## src/hdl/chsd_pkg.sv

```systemverilog
// Shared types, constants and codes for the context Huffman string decoder.
`default_nettype none
package chsd_pkg;

	localparam int NODE_COUNT      = 4096;
	localparam int MAX_CODE_LENGTH = 32;
	localparam int NODE_W          = $clog2(NODE_COUNT);
	localparam int FREE_W          = NODE_W + 1;
	localparam int CNT_W           = $clog2(MAX_CODE_LENGTH + 1);
	localparam int CODE_W          = 32;
	localparam int LEN_W           = 6;
	localparam int SYM_W           = 9;
	localparam int CHAR_W          = 8;
	localparam int BYTE_BITS       = 8;
	localparam int ESC_CNT_W       = $clog2(BYTE_BITS);
	localparam int KIND_W          = 3;
	localparam int OP_W            = 2;
	localparam int IN_DATA_W       = 64;
	localparam int OUT_DATA_W      = 8;
	localparam int OUT_USER_W      = 8;

	localparam logic [SYM_W-1:0] START_CTX  = 9'd256;
	localparam logic [SYM_W-1:0] SYM_START  = 9'd256;
	localparam logic [SYM_W-1:0] SYM_ESCAPE = 9'd258;
	localparam logic [FREE_W-1:0] FIRST_FREE = FREE_W'(int'(START_CTX) + 1);

	localparam logic [OP_W-1:0] OP_MAP    = 2'd0;
	localparam logic [OP_W-1:0] OP_START  = 2'd1;
	localparam logic [OP_W-1:0] OP_STREAM = 2'd2;

	localparam logic [KIND_W-1:0] KIND_CHAR   = 3'd0;
	localparam logic [KIND_W-1:0] KIND_STOP   = 3'd1;
	localparam logic [KIND_W-1:0] KIND_ENDED  = 3'd2;
	localparam logic [KIND_W-1:0] KIND_STORED = 3'd3;
	localparam logic [KIND_W-1:0] KIND_FULL   = 3'd4;

	typedef logic [NODE_W-1:0] node_t;

	typedef struct packed {
		logic             leaf;
		logic [SYM_W-1:0] value;
		node_t            kid1;
		node_t            kid0;
	} node_word_t;

	typedef enum logic [1:0] {
		MODE_FINISHED,
		MODE_HUFFMAN,
		MODE_ESCAPE
	} mode_t;

	typedef enum logic [2:0] {
		ST_CLEAR,
		ST_IDLE,
		ST_EXEC,
		ST_MAP,
		ST_DEC_CHK1,
		ST_DEC_CHK2
	} state_t;

	typedef enum logic [3:0] {
		DP_NONE,
		DP_CLEAR,
		DP_LOAD,
		DP_START,
		DP_MAP_INIT,
		DP_MAP_STEP,
		DP_DEC_END,
		DP_DEC_ESC,
		DP_DEC_READ,
		DP_DEC_STEP1,
		DP_DEC_STEP2
	} dp_op_t;

	typedef struct packed {
		dp_op_t op;
	} cmd_t;

	typedef struct packed {
		logic            clear_last;
		logic [OP_W-1:0] op;
		logic            bad_map;
		logic            mode_fin;
		logic            mode_esc;
		logic            data_end;
		logic            esc_emit;
		logic            map_emit;
		logic            child_zero;
		logic            dec2_emit;
		logic            out_free;
	} sts_t;

endpackage
`default_nettype wire

```

## src/hdl/chsd_ctrl.sv

```systemverilog
// Controller state machine: sequences clearing, mapping walks and decode steps.
`default_nettype none
module chsd_ctrl (
	input  wire                     clk,
	input  wire                     arst_n,
	input  wire                     s_tvalid,
	output logic                    s_tready,
	input  wire chsd_pkg::sts_t     sts,
	output chsd_pkg::cmd_t          cmd
);

	chsd_pkg::state_t state_q, state_d;

	always_ff @(posedge clk or negedge arst_n) begin
		if (!arst_n) begin
			state_q <= chsd_pkg::ST_CLEAR;
		end else begin
			state_q <= state_d;
		end
	end

	always_comb begin
		state_d  = state_q;
		cmd.op   = chsd_pkg::DP_NONE;
		s_tready = 1'b0;
		unique case (state_q)
			chsd_pkg::ST_CLEAR: begin
				cmd.op = chsd_pkg::DP_CLEAR;
				if (sts.clear_last) state_d = chsd_pkg::ST_IDLE;
			end
			chsd_pkg::ST_IDLE: begin
				s_tready = 1'b1;
				if (s_tvalid) begin
					cmd.op  = chsd_pkg::DP_LOAD;
					state_d = chsd_pkg::ST_EXEC;
				end
			end
			chsd_pkg::ST_EXEC: begin
				state_d = chsd_pkg::ST_IDLE;
				priority if (sts.op == chsd_pkg::OP_MAP) begin
					if (!sts.bad_map) begin
						cmd.op  = chsd_pkg::DP_MAP_INIT;
						state_d = chsd_pkg::ST_MAP;
					end
				end else if (sts.op == chsd_pkg::OP_START) begin
					cmd.op = chsd_pkg::DP_START;
				end else if (sts.op == chsd_pkg::OP_STREAM && !sts.mode_fin) begin
					priority if (sts.data_end) begin
						if (sts.out_free) cmd.op = chsd_pkg::DP_DEC_END;
						else state_d = chsd_pkg::ST_EXEC;
					end else if (sts.mode_esc) begin
						if (sts.out_free || !sts.esc_emit) cmd.op = chsd_pkg::DP_DEC_ESC;
						else state_d = chsd_pkg::ST_EXEC;
					end else begin
						cmd.op  = chsd_pkg::DP_DEC_READ;
						state_d = chsd_pkg::ST_DEC_CHK1;
					end
				end else begin
					cmd.op = chsd_pkg::DP_NONE;
				end
			end
			chsd_pkg::ST_MAP: begin
				if (sts.out_free || !sts.map_emit) begin
					cmd.op = chsd_pkg::DP_MAP_STEP;
					if (sts.map_emit) state_d = chsd_pkg::ST_IDLE;
				end
			end
			chsd_pkg::ST_DEC_CHK1: begin
				if (sts.out_free || !sts.child_zero) begin
					cmd.op  = chsd_pkg::DP_DEC_STEP1;
					state_d = sts.child_zero ? chsd_pkg::ST_IDLE : chsd_pkg::ST_DEC_CHK2;
				end
			end
			chsd_pkg::ST_DEC_CHK2: begin
				if (sts.out_free || !sts.dec2_emit) begin
					cmd.op  = chsd_pkg::DP_DEC_STEP2;
					state_d = chsd_pkg::ST_IDLE;
				end
			end
			default: begin
				state_d = chsd_pkg::ST_CLEAR;
			end
		endcase
	end

`ifndef ASSERT_OFF
	a_clear_no_accept: assert property (@(posedge clk) disable iff (!arst_n)
		(state_q == chsd_pkg::ST_CLEAR) |=> !(state_q == chsd_pkg::ST_EXEC))
		else $error("item taken during clearing pass");
	a_load_then_exec: assert property (@(posedge clk) disable iff (!arst_n)
		(cmd.op == chsd_pkg::DP_LOAD) |=> (state_q == chsd_pkg::ST_EXEC))
		else $error("loaded item not executed");
	a_step2_after_step1: assert property (@(posedge clk) disable iff (!arst_n)
		(state_q == chsd_pkg::ST_DEC_CHK2)
		|-> (($past(cmd.op) == chsd_pkg::DP_DEC_STEP1)
		     || ($past(state_q) == chsd_pkg::ST_DEC_CHK2)))
		else $error("leaf check without child read");
`endif

endmodule
`default_nettype wire

```

## config.mk

```make
export PLATFORM = sky130hd
export DESIGN_NAME = chsd_ctrl
export DESIGN_NICKNAME = d
export VERILOG_FILES = /design/src/hdl/chsd_pkg.sv /design/src/hdl/chsd_ctrl.sv
export SDC_FILE = /design/constraint.sdc
export NUM_CORES = 1
export LEC_CHECK = 0
export BUFFER_PORTS_ARGS = -buffer_cell sky130_fd_sc_hd__buf_2
export CELL_PAD_IN_SITES_DETAIL_PLACEMENT = 0
export CELL_PAD_IN_SITES_GLOBAL_PLACEMENT = 1
export CORE_MARGIN = 5
export CORE_UTILIZATION = 30
export CTS_BUF_LIST = sky130_fd_sc_hd__clkbuf_2 sky130_fd_sc_hd__clkbuf_4 sky130_fd_sc_hd__clkbuf_8
export DETAILED_ROUTE_END_ITERATION = 16
export GPL_ROUTABILITY_DRIVEN = 1
export GPL_TIMING_DRIVEN = 0
export MAX_ROUTING_LAYER = met4
export PLACE_DENSITY = 0.82
export SYNTH_ARGS = -nofsm -noshare
export SYNTH_HDL_FRONTEND = slang
export SYNTH_SLANG_ARGS = --single-unit
```

## constraint.sdc

```tcl
create_clock -name clk -period 1.6 [get_ports clk]
set_input_delay 0.24 -clock clk [delete_from_list [all_inputs] [get_ports clk]]
set_output_delay 0.24 -clock clk [all_outputs]
set_load 0.005 [all_outputs]
```

; Word level (Yosys, flattened, before mapping)
; Cells that the tools add are included.
; W data, S select, Z words.
[totals]
elab_cells = 57
ff_bits = 3
mem_count = 0
mem_bits_ro = 0
latch_bits = 0
out_inout_bits = 5
inputBits = 15
ram_bits = 0
[op_classes]
muxes = 30
n_div = 0
magnitude_cmp = 0
n_mul = 0
eq_ne = 13
reduce_logical = 13
shift = 0
n_addsub = 0
bitwise = 0
[op_table]
columns = cell, n
row1 = $mux W3, 16
row2 = $mux W4, 7
row3 = $pmux W4 S6, 1
row4 = $pmux W3 S6, 1
row5 = $ne A2 B2 Y1 const B, 6
row6 = $mux W2, 4
row7 = $eq A3 B2 Y1 const B, 2
row8 = $eq A3 B3 Y1 const B, 2
row9 = $reduce_and A6 Y1, 1
row10 = $logic_not A1 Y1, 5
row11 = $logic_or A1 B1 Y1, 4
row12 = $eq A3 B1 Y1 const B, 1
row13 = $logic_not A3 Y1, 1
row14 = $eq A2 B1 Y1 const B, 1
row15 = $eq A2 B2 Y1 const B, 1
row16 = $logic_not A2 Y1, 1
row17 = $logic_and A1 B1 Y1, 1
row18 = $mux W1, 1

; Logic depth before layout (Yosys ltp)
[depth]
word_depth = 9
depth_mapped = 4
ltp_nobuf = 3

; Worst setup path before layout
; No wires, ideal clock.
[synth_timing]
kind = input-to-output
from = in sts[9] in the netlist's numbering
to = out cmd[0] in the netlist's numbering
stages = 3
n_path_buf = 0
path_slack_ps = 283
t_required_ps = 1360
arrival_ps = 1077
cell_sequence = or3b_1 o41ai_2 a22o_1
[synth_rtl]
columns = element, line
row1 = start: declaration, chsd_ctrl.sv:8  ; input wire chsd_pkg::sts_t sts,
row2 = end: declaration, chsd_ctrl.sv:9  ; output chsd_pkg::cmd_t cmd

==> impl_metrics.csv <==
group,metric,value,unit
run_status,run_status,"finished, violations left",
run_status,failed_checks,"negative setup slack",
drt,drt-total-wl,1647,microns
timing,worst_pin_slew,0.6248,ns
setup_path,critical_path_source_type,"primary input",
synthesis,postSynthCellCount,61,
timing,highest_clock_frequency_the_design_can_meet,603.7,MHz
synthesis,synth-warning-count,0,
cells_and_area,largest_register_ffs,3,
die,coreArea,1489,sq um
setup_path,worstRegToRegCells,4,
synthesis,synth_area_per_cell,7.610,sq um
global_routing,antenna_found_initial,0,
placement,gpl.final_weighted_congestion,0.8292,
power,p_leak,0.3396,nW
die,start_util,31.18,%
clock_tree,cts_root_buffer,"clkbuf_4",
die,die_w,49.34,microns
drt,drc,0,
cells_and_area,largest_register,"state_q",
job,timing.max_cap.violations,0,
global_routing,use_met2,21.46,%
cells_and_area,final-instance-count-excl-fill,112,
synthesis,syn_area,464.2,sq um
global_routing,grt_pass1_vias,586,
global_routing,grt-ovfl-total,0,
clock_tree,cts.sink_count,3,
synthesis,sequential_fraction_of_the_synthesis_area,16.17,%
cells_and_area,final_net_count,112,
synthesis,synthesized_nets,76,
die,core.rowCount,14,
synthesis,post_synth_xor_area_fraction,0,%
placement,hpwl_reported_at_the_end_of_detailed_placement,1030,microns
setup_path,arrival,1.42,ns
placement,numPortBuffers,19,
synthesis,yosys.area_share.simple,44.20,%
setup_path,end_kind,"output port",
hold_path,hold_path_class,"primary input to flip-flop",
cells_and_area,post_route_cells_drive_above_1_share,48.96,%
power,max-vdd-ir-drop,0.0006288,V
timing,slew_headroom,57.27,%
cells_and_area,layout.cells.most_common,"buf_2",
drt,viasPerCell,5.366,
global_routing,grt_most_used_layer,"met2",
clock_tree,total_cts_buffers,3,
synthesis,post_synth_mux_area_share,2.156,%
die,ports_placed_on_the_boundary,20,
timing,report.final.slew_viol_count,0,
global_routing,global_route.usage.total,14.35,%
placement,numPlacedInstances,96,
cells_and_area,final_core_density,49.41,%
timing,rsz_0062_raised_after_global_routing,"yes",
synthesis,synth.lib_cells_used.distinct,35,
drt,routedWlPerCell,14.71,microns
cells_and_area,antennaDiodeCount,0,
drt,detailedRoute.firstPassIterationCount,4,
timing,fin_tns_setup,-0.1003,ns
global_routing,global_route.usage.met1,16.15,%
setup_path,critPathKind,"primary input to output port",
global_routing,maximum_number_of_pins_on_one_net_before_global_route_repair,11,
cells_and_area,largestRegisters,"state_q: 3 flops",
drt,drt-initial-drc-count,20,
power,total_power,0.9212,mW
clock_tree,cts_tree,"done",
clock_tree,clock_latency_reported_for_the_late_side_of_the_worst_skew_pair,0.24,ns
clock_tree,worst_setup_hold_path_clk_slew,0.04,ns
setup_path,ff2ff_setup_slack,0.05,ns
setup_path,worstReg2RegStart,"state_q[0]",
setup_path,setup.worst_path.end,"cmd[0]",
drt,ant_nets,0,
cells_and_area,final_cell_mix,"buf_2, buf_4, nor2b_1, clkbuf_4",
synthesis,synth_adder_area_share,0,%
global_routing,globalRouteMet3Util,3.670,%
setup_path,r2r-end,"state_q[1]",
synthesis,total_of_flip_flops_plus_latches_after_synthesis,3,
hold_path,hold_start,"s_tvalid",
timing,setup_viol,2,
placement,place_worst_setup_slack,-0.01496,ns
setup_path,cp_required,1.36,ns
global_routing,grt_first_pass_wirelength,2580,microns
clock_tree,htree_num_levels,1,
die,chipHeight,49.34,microns
setup_path,critical_path_peak_fanout,4,
power,power_per_cell_area,1252,nW/um^2
drt,routed-via-count,601,
timing,setup_ws,-0.05640,ns
setup_path,worst_setup_path_startpoint,"sts[9]",
timing,finalCriticalPeriod,1.656,ns
timing,timing.clock.skew,0.003197,ns
cells_and_area,fillerInstances,143,
synthesis,synth_top_family_by_area,"simple AND/OR/NAND/NOR gates",
clock_tree,ctsLongestPathBuffers,2,
synthesis,synth_compound_gate_area_share,30.46,%
timing,hold_viol_final,0,
die,design.die.area,2434,sq um
hold_path,hold_path_depth,3,
timing,timing.final.crit_share,103.5,%
cells_and_area,layout-area-overhead-vs-synth,58.49,%
logic make-up after synthesis:
kind of cell | after synthesis
buffers and inverters | 7
multiplexers | 1
AND/OR/NAND/NOR | 31
flip-flops | 3
AO/OA/AOI/OAI | 19
where the power goes:
part           internal [mW]  switching [mW]
Combinational          0.343           0.279
Clock                  0.111          0.0465
Sequential             0.105          0.0370
how the worst min path moves through the flow:
stage,endpoint,slack (ns)
floorplan,state_q[0],-0.06
global placement,state_q[0],0.03
detailed placement,state_q[0],0.04
CTS,state_q[0],0.31
global route,state_q[1],0.33
finish,state_q[0],0.31
synth_stat cells (all sizes together):
library cell	number	share of area, %
o41ai	1	3.5
or2	3	4.0
nor3	3	3.2
a21o	1	1.6
o211ai	1	1.6
a21oi	3	3.2
inv	3	2.4
o21ai	4	4.3
dfrtp	3	16
nor2	2	1.6
a2111oi	3	5.9
and2	1	1.3
nor2b	5	6.7
a41oi	1	1.9
a22o	2	3.8
nand4	2	2.7
buf	3	3.8
nand2b	2	2.7
or3	1	1.3
o21bai	1	1.6
nand3	3	3.2
nor3b	3	9.7
clkbuf	1	0.81
or3b	1	1.9
nand2	3	2.4
nand3b	2	3.2
mux2i	1	2.2
a31oi	1	1.3
a22oi	1	1.6
critical path, stage by stage:
cell	delay, ns
buf_2	0.13
or3b_4	0.40
o41ai_2	0.34
a22o_1	0.20
buf_2	0.11
cell type report:
type	count	area [sq um]	share of cell area (%)
buffer	4	33.78	4.592
timing repair buffer	31	188.9	25.68
sequential	3	76.32	10.37
clock buffer	4	30.03	4.082
multi-input combinational	51	375.4	51.02
tap	16	20.02	2.721
inverter	3	11.26	1.531
stage by stage:
step / hold WS (ns) / instance area, sq um
2_1_floorplan: -0.05559 / 464.2
3_3_place_gp: 0.03374 / 579.3
3_5_place_dp: 0.04123 / 579.3
4_1_cts: 0.3083 / 718.2
5_1_grt: 0.3324 / 735.7
6_report: 0.3115 / 735.7
timing repair:
action | 4_1_cts | 5_1_grt
setup buffers | 10 | 0
pin swaps | 6 | 2
endpoints found under the setup margin | 4 | 6
hold endpoints to repair | 3 | 0
gates resized for setup | 6 | 5
cloned | 1 | 0
hold buffers | 1 | 0
layer usage:
layer,share of wire [%],wire length (microns)
met5,0,0
met4,2.7,44
met1,42,694
met3,5.0,82
met2,50,825
Power figures use the tool's default switching activity.
